<file path="config.mk">
export PLATFORM = sky130hd
export DESIGN_NAME = tea_half_round
export DESIGN_NICKNAME = d
export VERILOG_FILES = /design/src/tea_pkg.sv /design/src/tea_half_round.sv
export SDC_FILE = /design/constraint.sdc
export NUM_CORES = 1
export LEC_CHECK = 0
export ABC_CLOCK_PERIOD_IN_PS = 7000
export CELL_PAD_IN_SITES_DETAIL_PLACEMENT = 1
export CELL_PAD_IN_SITES_GLOBAL_PLACEMENT = 2
export CORE_UTILIZATION = 40
export CTS_BUF_LIST = sky130_fd_sc_hd__clkbuf_4 sky130_fd_sc_hd__clkbuf_8
export CTS_CLUSTER_SIZE = 24
export DETAILED_ROUTE_END_ITERATION = 6
export DONT_BUFFER_PORTS = 1
export PLACE_DENSITY = 0.81
export SETUP_SLACK_MARGIN = 0.1
export SKIP_CTS_REPAIR_TIMING = 1
export SLEW_MARGIN = 20
export SYNTH_ARGS = -nofsm -noshare
export SYNTH_HDL_FRONTEND = slang
export SYNTH_SLANG_ARGS = --single-unit
</file>
<file path="constraint.sdc">
create_clock -name clock -period 7 [get_ports clock]
set_input_delay 1.05 -clock clock [delete_from_list [all_inputs] [get_ports clock]]
set_output_delay 1.05 -clock clock [all_outputs]
set_load 0.005 [all_outputs]
</file>
<file path="src/tea_pkg.sv">
// Shared types and constants for the TEA encryption pipeline.
// Depends on nothing; imported by tea_key_regs, tea_half_round and tea_block_encrypt.
package tea_pkg;

   localparam int ROUND_COUNT = 32;
   localparam int STAGE_COUNT = 2 * ROUND_COUNT;
   localparam int WORD_W      = 32;

   localparam logic [WORD_W-1:0] TEA_DELTA = 32'h9E37_79B9;

   typedef logic [WORD_W-1:0] word_type;

   typedef enum logic [1:0] {
      CSR_KEY_WORD0 = 2'd0,
      CSR_KEY_WORD1 = 2'd1,
      CSR_KEY_WORD2 = 2'd2,
      CSR_KEY_WORD3 = 2'd3
   } csr_index_type;

   typedef struct packed {
      word_type word0;
      word_type word1;
      word_type word2;
      word_type word3;
   } key_set_type;

   typedef struct packed {
      logic valid;
      logic advance;
   } stage_ctrl_type;

   // running sum after round number rnd (from 0), modulo 2^32
   function automatic word_type round_sum(input int rnd);
      logic [2*WORD_W-1:0] product;
      product = (2*WORD_W)'(TEA_DELTA) * (2*WORD_W)'(rnd + 1);
      return product[WORD_W-1:0];
   endfunction

endpackage

</file>
<file path="src/tea_half_round.sv">
// One registered half round: upd += mix(src, sum, ka, kb), src passes.
// Depends on tea_pkg.
module tea_half_round (
   input  logic                   clock,
   input  logic                   reset,
   input  tea_pkg::stage_ctrl_type ctrl,
   input  tea_pkg::word_type      upd_word,
   input  tea_pkg::word_type      src_word,
   input  tea_pkg::word_type      sum,
   input  tea_pkg::word_type      key_a,
   input  tea_pkg::word_type      key_b,
   output logic                   valid,
   output tea_pkg::word_type      upd_out,
   output tea_pkg::word_type      src_out
);
   import tea_pkg::*;

   logic     valid_ff;
   word_type upd_ff;
   word_type src_ff;
   word_type upd_in;
   word_type mix_p;
   word_type mix_q;
   word_type mix_r;

   always_comb begin
      mix_p  = (src_word << 4) + key_a;
      mix_q  = src_word + sum;
      mix_r  = (src_word >> 5) + key_b;
      upd_in = upd_word + (mix_p ^ mix_q ^ mix_r);
   end

   always_ff @(posedge clock) begin
      if (reset) begin
         valid_ff <= 1'b0;
      end else if (ctrl.advance) begin
         valid_ff <= ctrl.valid;
      end
   end

   always_ff @(posedge clock) begin
      if (ctrl.advance) begin
         upd_ff <= upd_in;
         src_ff <= src_word;
      end
   end

   assign valid   = valid_ff;
   assign upd_out = upd_ff;
   assign src_out = src_ff;

endmodule

</file>
# Word-level counts from Yosys, hierarchy flattened
# Index checks and enable logic that the tools add are counted.
word_totals:
  ff_bits: 65
  input_bits: 164
  out_inout_bits: 65
  wordCells: 9
op_classes:
  addsub: 4
  bitwise_logic: 2
ops:
  columns: ["cell", "count"]
  rows:
  - ["32-bit adder", 3]
  - ["32-bit XOR", 2]
  - ["27-bit by 32-bit adder with 32-bit output", 1]

# Depth between registers and ports, before layout
depth:
  depth_word: 4
  mapped_depth: 22
  mapped_depth_nobuf: 22

# Least setup slack after synthesis
# No wires, ideal clock.
synth_path:
  path_type: "in2reg"
  from: "input port src_word[5]"
  to: "register upd_ff[31], in the netlist upd_out[31], data pin"
  setup_time_ns: 0.269
  arrival_time_ns: 5.133
  required_ns: 6.731
  setup_slack_ns: 1.598
  stages: 21
  path_buffers: 0
  cell_sequence: "ha_1 -> inv_1 -> fa_1 -> nor2b_1 -> o21ai_1 -> nand2b_1 -> a311o_1 -> a41o_1 -> a21o_1 -> a21oi_1 -> xnor3_1 -> xnor2_1 -> ha_1 -> a21oi_1 -> o21ai_0 -> a211o_1 -> a31o_2 -> a21o_1 -> a31oi_1 -> o31ai_1 -> xor3_1"
synth_via:
  elab_chain_len: 4
  word_cells_on_any_way: 6
  cone_classes: "add/sub: 4; bitwise: 2"
synth_lines:
  columns: ["item", "line_no", "source"]
  rows:
  - ["from (decl)", "tea_half_round.sv:8", "input tea_pkg::word_type src_word,"]
  - ["32-bit adder (on tied branches)", "tea_half_round.sv:28, tea_half_round.sv:27", null]
  - ["32-bit XOR", "tea_half_round.sv:30", "upd_in = upd_word + (mix_p ^ mix_q ^ mix_r);"]
  - ["32-bit XOR *", "tea_half_round.sv:30", null]
  - ["32-bit adder *", "tea_half_round.sv:30", null]
  - ["named net upd_in[31]", "tea_half_round.sv:21", "word_type upd_in;"]
  - ["to (signal assigned)", "tea_half_round.sv:43", "upd_ff <= upd_in;"]
  - ["to (decl)", "tea_half_round.sv:19", "word_type upd_ff;"]
# Mark *: on every way through the listed nets, which the timed path passes. The rest lies on a longest branch.
# A chain may end at the register's enable or synchronous reset.

# Worst setup path after layout
layout_path:
  from: "input port src_word[5]"
  to: "register upd_ff[30], in the netlist upd_out[30], data pin"
# The elaborated chain is that of the path after synthesis.

==> results.cfg <==
[synthesis]
avgSynthCellArea_um2 = 9.22
ys_ff_latch = 65
syn_area_um2 = 8210
synth_cells = 890
synth_edf_count = 64
yosysSeqAreaShare = 0.237
synth_top_flop_cell = edfxtp_1
syn-num-nets = 1179
async_flop_share = 0
synth_cell_types = 63
synth_warnings = 0

[cts]
htree_levels = 3
clock_sinks = 65
worstSkewPairLatency_ps = 370
cts.clk_slew.worst_paths_ps = 80
cts_buffers = 9
cts_buffer_depth = 2
cts_tree = yes
cts-root-buf = clkbuf_8

[sta]
max_slew_margin = 0.544
finalCritPeriodShare = 0.793
fin_hold_ws_ps = 540
fmax_ghz = 0.180
rsz0062_at_grt = no
finalCriticalPeriod_ps = 5550
tightest_slew_ps = 677
hold_viol_final = 0
slew_viol_final = 0
skew_ps = 0
setup_viol = 0
tns_ps = 0

[routing]
vias = 6869
routedWlPerCell_um = 22.5
vias_per_cell = 5.86
ant_nets = 0
wl_um = 26300
dr.pass1.iters = 7
drt_iter0_drc = 368
drc = 0

[die]
core_um2 = 20200
row_count = 52
dieWidth_um = 145
pin_count = 229
fp.dieH_um = 145
dieArea_um2 = 21100
start_util = 0.407

[final_layout]
drive_gt1_frac = 0.0354
areaGrowthSynthToFinish_pct = 6.84
diodes = 0
fin_cells = 1173
final.fill_count = 2360
final_util = 0.435
fin_nets = 1187

[grt]
grtUsageTotal = 0.249
antenna_found_initial = 0
grt_max_degree = 66
grt_pass1_vias = 6861
grt_overflow = 0
grt_pass1_wl_um = 40100

[worst_setup_path]
path_cells = ha_1 -> inv_1 -> fa_1 -> nor2b_1 -> o21ai_1 -> nand2b_1 -> a311o_1 -> a41o_1 -> a21o_1 -> a21oi_1 -> xnor3_1 -> xnor2_1 -> ha_1 -> a21o_1 -> a21oi_1 -> o21ai_0 -> a21oi_1 -> o21ai_0 -> a221o_1 -> a21oi_1 -> xnor2_1
worstSetupPathType = primary input to flip-flop
critPathSlowestCell = a311o_1
endpoint_kind = flip-flop
cp-start-kind = primary input
required_ps = 7130
worstPathMaxFanout = 6
slowest_delay_ps = 460
cp.arrival_ps = 5680
path_common_cell = a21oi_1

[placement]
hpwlAfterDp_um = 22100
io_buffers = 0
gp_congestion = 0.887
placedCellCount = 1157

[power]
power.density_nw_per_um2 = 328
peakVddDrop_mv = 0.0940
power_leakage_nw = 3.72

[flow_run]
drv_cap = 0

[outcome]
outcome = completed

[worst_hold_path]
min_path_type = flip-flop to flip-flop
## area by class of cell
cell class	instances	area [um2]	area share
multi-input cells	794	6150	0.701
flip-flops and latches	65	1940	0.221
well taps	270	338	0.0385
clock buffers	13	166	0.0190
inverters	27	101	0.0116
clock inverters	3	65.1	0.00742
repair buffers	1	7.51	0.000856
## flip-flops by register name, indices dropped and copies added (netlist names)
signal,flops
upd_out,32
valid,1
src_out,32
## layer usage
| metal | global-route usage | up-vias | share of wire |
|---|---|---|---|
| li1 | - | 3347 | - |
| met1 | 0.351 | 3319 | 0.49 |
| met2 | 0.383 | 182 | 0.44 |
| met3 | 0.0535 | 21 | 0.058 |
| met4 | 0.0658 | 0 | 0.014 |
| met5 | 0 | - | 0 |
## where the power goes
part	internal, mW	leakage (nW)	switching (mW)
Sequential	0.625	0.635	0.0559
Clock	0.228	0.120	0.178
Combinational	0.789	2.96	0.998
Total	1.64	3.72	1.23
## cell usage in the layout (no fill, tap or decap), types with 7 or more instances in the layout
| cell | synthesis | layout |
|---|---|---|
| xor2_1 | 34 | 34 |
| nor2_1 | 50 | 50 |
| o211ai_1 | 8 | 8 |
| inv_1 | 27 | 27 |
| clkbuf_8 | 0 | 11 |
| a31oi_1 | 14 | 14 |
| and2_1 | 8 | 8 |
| ha_1 | 121 | 121 |
| o21ai_0 | 50 | 50 |
| o21a_1 | 13 | 13 |
| nand2b_1 | 14 | 14 |
| a211oi_1 | 8 | 8 |
| o21bai_1 | 10 | 10 |
| and3_1 | 14 | 14 |
| nor2b_1 | 10 | 10 |
| xnor2_1 | 130 | 130 |
| a21o_1 | 57 | 57 |
| nand2_1 | 45 | 45 |
| nand3_1 | 22 | 22 |
| nor3_1 | 15 | 15 |
| a21oi_1 | 87 | 87 |
| edfxtp_1 | 64 | 64 |
| nand4_1 | 7 | 7 |
## worst max-delay path, delay by kind of cell
kind	cells	cell delay, ps
AOI/OAI and AO/OA	12	2950
xor gates and xnor gates	3	710
adders and majority gates	3	710
buffers and inverters	1	70
and+or+nand+nor	2	170
## cell usage after synthesis (3+ instances only)
cell type	number	area, um2
xnor2_1	130	1140
ha_1	121	1510
a21oi_1	87	435
edfxtp_1	64	1920
a21o_1	57	428
nor2_1	50	188
o21ai_0	50	250
nand2_1	45	169
xor2_1	34	298
inv_1	27	101
nand3_1	22	110
nor3_1	15	75.1
a31oi_1	14	87.6
and3_1	14	87.6
nand2b_1	14	87.6
o21a_1	13	97.6
nor2b_1	10	62.6
o21bai_1	10	75.1
a211oi_1	8	60.1
and2_1	8	50.1
o211ai_1	8	60.1
nand4_1	7	43.8
xnor3_1	6	135
a31o_2	5	43.8
a21boi_0	4	30.0
and4_1	4	35.0
clkbuf_1	4	15.0
fa_1	4	80.1
o21ai_1	4	20.0
o31ai_1	4	30.0
or3_1	4	25.0
a221oi_1	3	26.3
a22oi_1	3	22.5
a41oi_1	3	26.3
## cell families after synthesis
group / share of synthesized area
AND/OR/NAND/NOR: 0.118
buffers and inverters: 0.0142
XOR/XNOR: 0.194
adder cells (fa/ha/maj): 0.194
multiplexers: 0.00122
AO/OA/AOI/OAI: 0.241
flip-flops: 0.237
## stage by stage
stage | total power, mW | setup slack, ps | instance area [um2]
after detailed placement | 2.47 | 1000 | 8540
final | 2.87 | 1450 | 8770
after global routing | 3.09 | 1150 | 8770
after floorplan | 2.05 | 1600 | 8210
after global placement | 2.44 | 1030 | 8540
after CTS | 2.88 | 1430 | 8770
## final timing paths
path,start,endpoint,slack [ps],depth (start not counted)
setup / recovery,src_word[5],upd_out[30]$_DFFE_PP_,1450,21
hold / removal,valid$_SDFFE_PP0P_,valid$_SDFFE_PP0P_,540,2
setup reg to reg,valid$_SDFFE_PP0P_,valid$_SDFFE_PP0P_,6400,2
hold reg to reg,valid$_SDFFE_PP0P_,valid$_SDFFE_PP0P_,540,2
(Power assumes the default switching activity.)
