## src/tea_pkg.sv

```systemverilog
// Shared types and constants for the TEA encryption pipeline.
// Depends on nothing; imported by tea_key_regs, tea_half_round and tea_block_encrypt.
package tea_pkg;

   localparam int ROUND_COUNT = 32;
   localparam int STAGE_COUNT = 2 * ROUND_COUNT;
   localparam int WORD_W      = 32;

   localparam logic [WORD_W-1:0] TEA_DELTA = 32'h9E37_79B9;

   typedef logic [WORD_W-1:0] word_type;

   typedef enum logic [1:0] {
      CSR_KEY_WORD0 = 2'd0,
      CSR_KEY_WORD1 = 2'd1,
      CSR_KEY_WORD2 = 2'd2,
      CSR_KEY_WORD3 = 2'd3
   } csr_index_type;

   typedef struct packed {
      word_type word0;
      word_type word1;
      word_type word2;
      word_type word3;
   } key_set_type;

   typedef struct packed {
      logic valid;
      logic advance;
   } stage_ctrl_type;

   // running sum after round number rnd (from 0), modulo 2^32
   function automatic word_type round_sum(input int rnd);
      logic [2*WORD_W-1:0] product;
      product = (2*WORD_W)'(TEA_DELTA) * (2*WORD_W)'(rnd + 1);
      return product[WORD_W-1:0];
   endfunction

endpackage

```

## src/tea_key_regs.sv

```systemverilog
// Key word registers written through the csr channel.
// Depends on tea_pkg.
module tea_key_regs (
   input  logic                  clock,
   input  logic                  reset,
   input  logic                  csr_valid,
   output logic                  csr_ready,
   input  tea_pkg::csr_index_type csr_index,
   input  tea_pkg::word_type     csr_data,
   output tea_pkg::key_set_type  key
);
   import tea_pkg::*;

   key_set_type key_ff;
   key_set_type key_in;

   assign csr_ready = 1'b1;
   assign key       = key_ff;

   always_comb begin
      key_in = key_ff;
      if (csr_valid && csr_ready) begin
         unique case (csr_index)
            CSR_KEY_WORD0: key_in.word0 = csr_data;
            CSR_KEY_WORD1: key_in.word1 = csr_data;
            CSR_KEY_WORD2: key_in.word2 = csr_data;
            CSR_KEY_WORD3: key_in.word3 = csr_data;
            default:       key_in = key_ff;
         endcase
      end
   end

   always_ff @(posedge clock) begin
      if (reset) begin
         key_ff <= '0;
      end else begin
         key_ff <= key_in;
      end
   end

endmodule

```

## config.mk

```make
export PLATFORM = sky130hd
export DESIGN_NAME = tea_key_regs
export DESIGN_NICKNAME = d
export VERILOG_FILES = /design/src/tea_pkg.sv /design/src/tea_key_regs.sv
export SDC_FILE = /design/constraint.sdc
export NUM_CORES = 1
export LEC_CHECK = 0
export BUFFER_PORTS_ARGS = -buffer_cell sky130_fd_sc_hd__buf_2
export CAP_MARGIN = 30
export CORE_ASPECT_RATIO = 1.4
export CORE_MARGIN = 1
export CORE_UTILIZATION = 45
export CTS_CLUSTER_DIAMETER = 30
export CTS_CLUSTER_SIZE = 20
export DETAILED_ROUTE_END_ITERATION = 16
export PLACE_DENSITY = 0.75
export SKIP_LAST_GASP = 1
export SLEW_MARGIN = 30
export SYNTH_ARGS = -nofsm -noshare
export SYNTH_HDL_FRONTEND = slang
export SYNTH_SLANG_ARGS = --single-unit
```

## constraint.sdc

```tcl
create_clock -name clock -period 0.86 [get_ports clock]
set_input_delay 0.172 -clock clock [delete_from_list [all_inputs] [get_ports clock]]
set_output_delay 0.172 -clock clock [all_outputs]
set_load 0.05 [all_outputs]
```

* Word-level counts from Yosys, hierarchy flattened
Cells that the tools add are included.
** Operators by class
- Add/sub/neg operators :: 0
- Multipliers :: 0
- Divide/modulo/power cells :: 0
- $lt $le $gt $ge :: 0
- Equal/unequal tests :: 3
- Shifts and indexed selects :: 0
- Muxes and demuxes :: 0
- Bitwise gates (word level) :: 0
- Reductions and logical operators :: 5
** Operator list (number)
- 2-bit AND reduction :: 4
- 2-bit equality test (second input constant) :: 2
- 2-bit by 1-bit equality test with 1-bit output (second input constant) :: 1
- 2-bit zero test :: 1
** Storage, ports and cells
- Register bits after elaboration :: 128
- Bits in latches :: 0
- Bits in writable memories :: 0
- Memory bits (read-only) :: 0
- Input bits :: 37
- Output and inout bits :: 129
- Word-level logic and storage cells :: 12
- Memories :: 0

* Depth between registers and ports, before layout
Gate-level depths: netlist of the first run.
- Depth after elaboration :: 2
- Depth in mapped cells :: 4
- Gate-level depth less buffers :: 2

* Worst setup path after synthesis of the first run
OpenSTA, ideal clock, no wires.
- Kind :: input -> register
- Start point :: input port csr_index[1]
- End point :: register key_ff, in the netlist key[119]
- Arrival :: 0.801 ns
- Data required time :: 0.739 ns
- Slack :: -0.062 ns
- Cell stages on the path :: 3
- Buffers on the path :: 1
- Cell sequence :: or3b_1 -> buf_6 -> mux2i_1
** Between the ends
- Longest elaborated chain between the ends :: 2
** RTL lines
- start: declaration :: line tea_key_regs.sv:8 : input tea_pkg::csr_index_type csr_index,
- 2-bit zero test :: line tea_key_regs.sv:23 : unique case (csr_index)
- 2-bit AND reduction (no source line)
- end signal: assignment :: line tea_key_regs.sv:37 : key_ff <= key_in;
- end: declaration :: line tea_key_regs.sv:14 : key_set_type key_ff;
Every way passes these cells.
A chain may end at the register's enable or synchronous reset.

* Worst setup path after layout of the first run
- Start point :: register key_ff, in the netlist key[106]
- End point :: output port key[106] (netlist name)
** RTL lines
- end: declaration :: line tea_key_regs.sv:10 : output tea_pkg::key_set_type key
No word-level cell between the ends.

==> results by group, run 1 <==
GRT
  • Total GRT Usage: 0.243
  • First-pass GRT wire length: 21900 microns
  • Grt ovf: 0
  • Initial antenna violation count: 0
  • Largest net degree at the start of global routing: 61
  • Vias in the first global route: 4306

Route
  • Routed Antenna Nets: 0
  • Detailed-route wire length: 14500 microns
  • TritonRoute pass-1 iters: 4
  • Routed via count: 4102
  • Metal-1 WL: 5510 microns
  • DRT iter0 DRCs: 152
  • Drt wl/cell: 17.5 microns
  • Max layer used: met4
  • Met3 wire length: 791 microns
  • Wire length on met2: 7830 microns
  • Via density: 4.94
  • Drt drc: 0

Yosys
  • Net Count, Synth: 493
  • Distinct cells, synth: 13
  • Register area share after synthesis: 0.505
  • Yosys warning count: 0
  • Area fraction in compound gates after synthesis: 0
  • Syn Inst Count: 456
  • Ys async rst share: 0
  • Synth cell count leaders: nand2b_1, dfxtp_1, mux2i_1
  • Post-Synth Adder-Cell Area: 0
  • Synth Register Bits: 128
  • Count leader, synth: nand2b_1
  • Ranking of synthesized cells by area: dfxtp_1, mux2i_1, nand2b_1, clkbuf_1, buf_4
  • Post-synthesis mux area share: 0.252
  • Largest family of logic cells by synthesized area: multiplexers
  • Mapped cell area: 5070 sq um
  • Top cell type's share of synthesized area: 0.505
  • Synth Area per Inst: 11.1 sq um
  • EDFF count, synth: 0
  • Post-synthesis xor/xnor area fraction: 0
  • Simple-gate share of the synthesized area: 0.206
  • Top_reg_cell synth: dfxtp_1
  • Cell accounting for the most synthesized area: dfxtp_1

Placement
  • Hpwl dp: 8250 microns
  • Gpl congestion: 0.771
  • DP Worst Slack: -0.302 ns
  • PortBufs: 164

Power and ir drop
  • Final Power: 17.2 mW
  • PwrDens: 1990 nW/um^2
  • Leakage power: 4.13 nW
  • Worst vdd ir: 1.38 mV

Worst setup path
  • R2R Path End: key[81]
  • Crit-path cells: buf_8
  • Crit-path max FO: 2
  • Worst r2r src: key[81]
  • Crit-path slowest cell: dfxtp_2
  • Reg2reg setup slack: 0.01 ns
  • Depth of the most critical reg-to-reg path: 4
  • Worst setup EP type: output pin
  • CP Class: reg -> out
  • Crit-path leading delay family: flip-flops
  • Startpoint types: flop
  • CP required: 0.69 ns
  • Worst Path Buf+Inv: 1
  • CP max stage delay: 0.37 ns
  • Crit path arrival time: 0.93 ns

Timing
  • Post-layout min period: 1.10 ns
  • Clock skew: 0 ns
  • Final hold vios: 0
  • Final Cycle Share: 1.28
  • Slew Limit Fails: 0
  • Setup violations, final: 128
  • RSZ-0062 raised after global routing: true
  • Post-route worst setup slack: -0.244 ns
  • Total Neg Setup Slack: -27.14 ns
  • Fmax: 906 MHz

CTS
  • Clock sinks: 128
  • CTS clk-pin slew, worst paths: 0.06 ns
  • Num CTS Buffers: 17
  • CTS tree: built
  • Clock Latency Late Sink: 0.40 ns
  • Htree depth: 4
  • Root buffer cell: clkbuf_16
  • CTS max path bufs: 2

Worst hold path
  • Hold EP: key[16]
  • Min-Delay Startpoint: csr_data[16]
  • Cells on Worst Hold Path: 3
  • Hold Crit Class: in -> reg

Cells and area
  • # fillers: 589
  • Area delta synth->final: 70.4%
  • Max FFs per register: 128
  • Final #Nets: 714
  • Layout cells sized above 1: 0.575
  • Diode count: 0

Run
  • Max cap viols: 0

Outcome
  • Status: complete, but fails checks
  • Failing checks: negative setup slack

Floorplanning
  • Starting Density: 0.465
  • Die width: 91.8 microns
  • Die area: 11700 sq um
  • I/O pins: 166
  • # rows: 45
  • Die Y: 128 microns
  • Core area: 10900 sq um
==> kinds of logic after synthesis <==
group	after synthesis
AND/OR/NAND/NOR	166
multiplexers	128
flip-flops	128
buffers and inverters	33
other	1
==> timing repair <==
item | CTS | global route
setup endpoints to repair | 128 | 128
gates resized for setup | 367 | 27
hold endpoints to repair | 0 | 0
buffers inserted | 23 | 33
hold buffers | 0 | 0
cloned | 0 | 0
==> cell type report <==
| type | count | area (sq um) | share of cell area |
|---|---|---|---|
| sequential | 128 | 2730 | 0.315 |
| clock inverter | 15 | 265 | 0.0307 |
| tap | 141 | 176 | 0.0204 |
| clock buffer | 17 | 425 | 0.0492 |
| multi-input combinational | 295 | 2350 | 0.271 |
| timing repair buffer | 235 | 2710 | 0.313 |
==> worst max-delay path by stage <==
stage                 start  endpoint  slack [ns]  cells after the start
2_1_floorplan  csr_index[1]  key[119]       -0.06                      3
3_3_place_gp   csr_index[1]  key[124]       -0.26                      4
3_5_place_dp   csr_index[1]  key[121]       -0.30                      4
4_1_cts              key[0]    key[0]       -0.25                      1
5_1_grt            key[120]  key[120]       -0.27                      1
6_report           key[106]  key[106]       -0.24                      1
==> cells in the final DEF (no fill, tap or decap), types with 2 or more instances in the layout <==
cell type,instances
clkbuf_16,17
bufinv_16,7
mux2i_1,128
buf_6,10
buf_4,62
nand2b_1,160
clkinv_2,3
clkinvlp_4,3
nand3b_1,2
clkinv_4,2
buf_8,118
dfxtp_2,127
buf_12,9
buf_2,36
==> metal layers <==
layer / GRT usage / up-vias
li1: - / 1940
met1: 0.257 / 2000
met2: 0.437 / 138
met3: 0.0878 / 24
met4: 0.0956 / 0
met5: 0 / -
==> where the power goes <==
part,switching [mW],leakage [nW],internal (mW)
clock,2.67,0.329,5.72
combinational,1.31,2.70,1.09
sequential,0.201,1.10,6.19
==> metrics by stage <==
stage,hold slack (ns),instance area [sq um],util,std cells
final,0.107,8650,0.792,831
after global routing,0.112,8650,0.792,831
after CTS,0.0884,8300,0.760,798
after detailed placement,0.460,6270,0.574,743
after global placement,0.454,6270,0.574,743
after floorplan,0.385,5250,-,456
(Power assumes the default switching activity.)
==> inputs of run 2 (changes only) <==
Settings changed: REMOVE_ABC_BUFFERS set to 1, SKIP_CTS_REPAIR_TIMING set to 1, TNS_END_PERCENT set to 10.
==> run 2 against run 1 <==
The flow still finishes with violations (negative setup slack); die area unchanged; setup slack improved by 0.0095 ns; highest routed layer unchanged; global-route usage decreased by 4.4 points; largest power group unchanged.
==> results by group, run 2 (synthesized netlist as in run 1, its figures left out) <==
Cells and area
  • Layout cells sized above 1: 0.534
  • Final #Nets: 666
  • Area delta synth->final: 52.7%
  • Leading cell type in the layout, fill and taps excluded: nand2b_1
  • Diode count: 0
  • Commonest cells after routing, fill and taps aside: nand2b_1, mux2i_1, dfxtp_2
  • Finished Cell Area: 7750 sq um
  • Max FFs per register: 128
  • Fin util: 0.709

Worst setup path
  • Depth of the most critical reg-to-reg path: 3
  • Crit-path slowest cell: dfxtp_1
  • Crit-path leading delay family: flip-flops
  • Crit path arrival time: 0.92 ns
  • Worst r2r src: key[47]
  • Worst Path Buf+Inv: 1
  • Worst setup EP type: output pin
  • Startpoint types: flop
  • Crit-path cells: buf_6
  • Crit-path max FO: 2
  • CP max stage delay: 0.35 ns
  • CP Class: reg -> out
  • CP required: 0.69 ns
  • R2R Path End: key[47]
  • Reg2reg setup slack: 0.14 ns

Run
  • Max cap viols: 0

Worst hold path
  • Hold Crit Class: in -> reg
  • Cells on Worst Hold Path: 3
  • Hold EP: key[68]
  • Min-Delay Startpoint: csr_data[4]

Power and ir drop
  • Leakage power: 3.69 nW
  • P_int: 11.7 mW
  • Share of power burned in registers: 0.408
  • Sw Ratio: 0.252
  • PwrDens: 2010 nW/um^2
  • Power share of the combinational group: 0.136
  • Sw Pwr: 3.92 mW
  • Worst vdd ir: 1.35 mV
  • Clk network pwr share: 0.456
  • Final Power: 15.6 mW

Placement
  • Placed cell areas: 6130 sq um
  • DP Worst Slack: -0.307 ns
  • PortBufs: 164
  • Gpl congestion: 0.738
  • Hpwl dp: 7940 microns

CTS
  • Htree depth: 4
  • CTS clk-pin slew, worst paths: 0.06 ns
  • CTS tree: built
  • Clock Latency Late Sink: 0.40 ns
  • Num CTS Buffers: 17
  • Root buffer cell: clkbuf_16
  • CTS max path bufs: 2
  • Clock sinks: 128

GRT
  • Met3 usage in global routing: 0.0617
  • First-pass GRT wire length: 18200 microns
  • Largest net degree at the start of global routing: 73
  • Initial antenna violation count: 0
  • Most Crowded Layer GR: met2
  • Grt ovf: 0
  • Grt met1 use: 0.229
  • Vias in the first global route: 3726
  • Total GRT Usage: 0.199
  • M2 GR Usage: 0.348

Route
  • Drt wl/cell: 15.8 microns
  • DRT iter0 DRCs: 99
  • Routed Antenna Nets: 0
  • Via density: 4.84
  • TritonRoute pass-1 iters: 4
  • Detailed-route wire length: 12400 microns
  • Routed via count: 3792
  • Drt drc: 0

Floorplanning
  • Die area: 11700 sq um
  • # rows: 45
  • Die width: 91.8 microns
  • I/O pins: 166
  • Starting Density: 0.465
  • Die Y: 128 microns
  • Core area: 10900 sq um

Timing
  • Final hold vios: 0
  • Final Cycle Share: 1.27
  • RSZ-0062 raised after global routing: true
  • Setup violations, final: 128
  • Fmax: 914 MHz
  • Post-route worst setup slack: -0.234 ns
  • Slew Limit Fails: 0
  • Post-layout min period: 1.09 ns
  • Clock skew: 0 ns

Outcome
  • Status: complete, but fails checks
  • Failing checks: negative setup slack
run 2: worst register-to-register path: stages (launching register included):
cell and delay, ns:
dfxtp_2 0.36, buf_4 0.12, nand2b_1 0.05, mux2i_1 0.12
run 2: per-layer routing:
metal  vias to the layer above  part of all wire  wire length [microns]
met5                         -                 0                      0
met4                         0             0.013                    157
met3                        13             0.049                    609
met2                       117              0.52                   6470
met1                      1810              0.41                   5130
li1                       1852                 -                      -
run 2: per-stage QoR:
stage	hold slack, ns	setup TNS [ns]	std cells
floorplan	0.352	-129.82	423
global placement	0.454	-22.63	747
detailed placement	0.461	-25.99	747
CTS	0.0887	-42.42	779
global route	0.104	-30.71	783
finish	0.104	-26.23	783
run 2: power by group through the flow:
stage | clock network (mW) | logic, mW | registers, mW
floorplan | 0 | 0.549 | 7.10
global placement | 0 | 1.81 | 6.36
detailed placement | 0 | 1.84 | 6.37
CTS | 7.26 | 1.85 | 6.25
global route | 7.52 | 2.22 | 6.37
finish | 7.11 | 2.12 | 6.35
run 2: layout make-up:
type	instances	area, sq um
clock buffer	21	450
clock inverter	11	139
fill	752	3170
multi-input combinational	295	2340
sequential	128	2720
tap	141	176
timing repair buffer	187	1920
run 2: how the worst max path moves through the flow:
stage,start,end,slack (ns),cells past startpoint
CTS,key[46],key[46],-0.37,1
detailed placement,csr_index[1],key[120],-0.31,4
finish,key[119],key[119],-0.23,1
global route,key[119],key[119],-0.27,1
floorplan,csr_index[1],key[100],-2.30,2
global placement,csr_index[1],key[120],-0.25,4
==> inputs of run 3 (changes only) <==
Settings changed: PLACE_DENSITY 0.75 to 0.72.
Clock period 0.86 ns to 1.35 ns, I/O delays scaled along.
==> run 3 against run 2 <==
The flow now finishes without violations; critical endpoint is now key[36]; flip-flop and latch count stayed put; clock skew stayed put; final area is 14% lower; power is 36% lower; first-iteration DRC count is 35% higher; combinational power is 46% lower; via count is 2.7% lower; critical path type unchanged; cell count is 1.8% lower; clock power is 32% lower.
==> results by group, run 3 (synthesized netlist as in run 1, its figures left out) <==
Timing
  • WHS: 0.192 ns
  • Setup violations, final: 0
  • Final hold vios: 0
  • RSZ-0062 raised after global routing: true
  • Post-route worst setup slack: 0.0313 ns
  • Final Cycle Share: 0.977
  • Clock skew: 0 ns
  • Post-layout min period: 1.32 ns
  • Total Neg Setup Slack: 0 ns
  • Fmax: 758 MHz
  • Slew Limit Fails: 0

CTS
  • Htree depth: 4
  • Num CTS Buffers: 17
  • CTS clk-pin slew, worst paths: 0.06 ns
  • Clock Latency Late Sink: 0.41 ns
  • CTS max path bufs: 2
  • CTS tree: built
  • Clock sinks: 128
  • Root buffer cell: clkbuf_16

Route
  • Wire length on met2: 5950 microns
  • Routed via count: 3690
  • DRT iter0 DRCs: 134
  • TritonRoute pass-1 iters: 4
  • Routed Antenna Nets: 0
  • Drt drc: 0
  • Met3 wire length: 560 microns
  • Drt wl/cell: 14.9 microns
  • Max layer used: met4
  • Via density: 4.80
  • Detailed-route wire length: 11500 microns
  • Metal-1 WL: 4690 microns

Cells and area
  • Leading cell type in the layout, fill and taps excluded: buf_2
  • Area delta synth->final: 32.0%
  • Diode count: 0
  • Layout cells sized above 1: 0.330
  • Commonest cells after routing, fill and taps aside: buf_2, nand2b_1, mux2i_1, dfxtp_1, clkbuf_16
  • Max FFs per register: 128
  • Finished Cell Area: 6700 sq um
  • Fin util: 0.613
  • Final #Nets: 652

Outcome
  • Status: complete, no violations

Placement
  • Gpl congestion: 0.761
  • Placed cell areas: 6060 sq um
  • DP Worst Slack: -0.00185 ns
  • PortBufs: 164
  • Hpwl dp: 7900 microns

Power and ir drop
  • Sw Ratio: 0.252
  • Clk network pwr share: 0.486
  • Worst vdd ir: 0.807 mV
  • PwrDens: 1490 nW/um^2
  • Power share of the combinational group: 0.115
  • Leakage power: 3.48 nW
  • Share of power burned in registers: 0.399
  • Sw Pwr: 2.52 mW
  • P_int: 7.46 mW

Worst setup path
  • Crit-path slowest cell: dfxtp_1
  • Startpoint types: flop
  • CP max stage delay: 0.36 ns
  • Crit-path cells: buf_2
  • Worst setup EP type: output pin
  • CP required: 1.08 ns
  • Crit-path max FO: 2
  • Crit path arrival time: 1.05 ns
  • Worst Path Buf+Inv: 1
  • Crit-path leading delay family: flip-flops
  • CP Class: reg -> out

Floorplanning
  • Die Y: 128 microns
  • Core area: 10900 sq um
  • I/O pins: 166
  • Die width: 91.8 microns
  • # rows: 45
  • Die area: 11700 sq um
  • Starting Density: 0.465

GRT
  • First-pass GRT wire length: 18500 microns
  • Initial antenna violation count: 0
  • Total GRT Usage: 0.204
  • Vias in the first global route: 3727
  • Grt ovf: 0
  • Largest net degree at the start of global routing: 89

Worst hold path
  • Hold Crit Class: in -> reg

Run
  • Max cap viols: 0
[run 3: cell count changes in the layout (fill, tap and decap cells not counted), sizes merged]
cell / change
buf: -15
clkinv: -3
clkinvlp: +3
bufinv: +1
clkbuf: -1
inv: +1
[run 3: power by group through the flow]
stage          Sequential (mW)  Clock [mW]  Combinational (mW)
2_1_floorplan             4.52           0               0.349
3_3_place_gp              4.05           0                1.14
3_5_place_dp              4.06           0                1.16
4_1_cts                   3.98        4.93                1.16
5_1_grt                   3.99        5.12                1.21
6_report                  3.98        4.85                1.15
[run 3: metrics by stage]
step	cells	total power [mW]
after floorplan	423	4.87
after global placement	737	5.19
after detailed placement	737	5.22
after CTS	769	10.1
after global routing	769	10.3
final	769	9.97
[run 3: path summary, 6_finish.rpt]
| check | to | startpoint | slack (ns) | cells after the start |
|---|---|---|---|---|
| setup / recovery | key[36] | key[36] | 0.03 | 1 |
| hold / removal | key[73] | csr_data[9] | 0.19 | 3 |
| setup reg to reg | key[1] | key[1] | 0.70 | 2 |
| hold reg to reg | key[114] | key[114] | 0.47 | 2 |
[run 3: cell type report]
class | count | area, sq um
fill | 931 | 4230
sequential | 128 | 2560
multi-input combinational | 295 | 2340
timing repair buffer | 173 | 978
clock buffer | 19 | 453
clock inverter | 13 | 185
tap | 141 | 176
[run 3: per-layer routing]
metal	up-vias	track usage
met1	1724	0.217
met2	110	0.367
met3	22	0.0587
met5	-	0
met4	0	0.101
li1	1834	-
[run 3: worst min-delay path: stages]
cell and delay [ns]:
buf_2 0.07, nand2b_1 0.09, mux2i_1 0.13
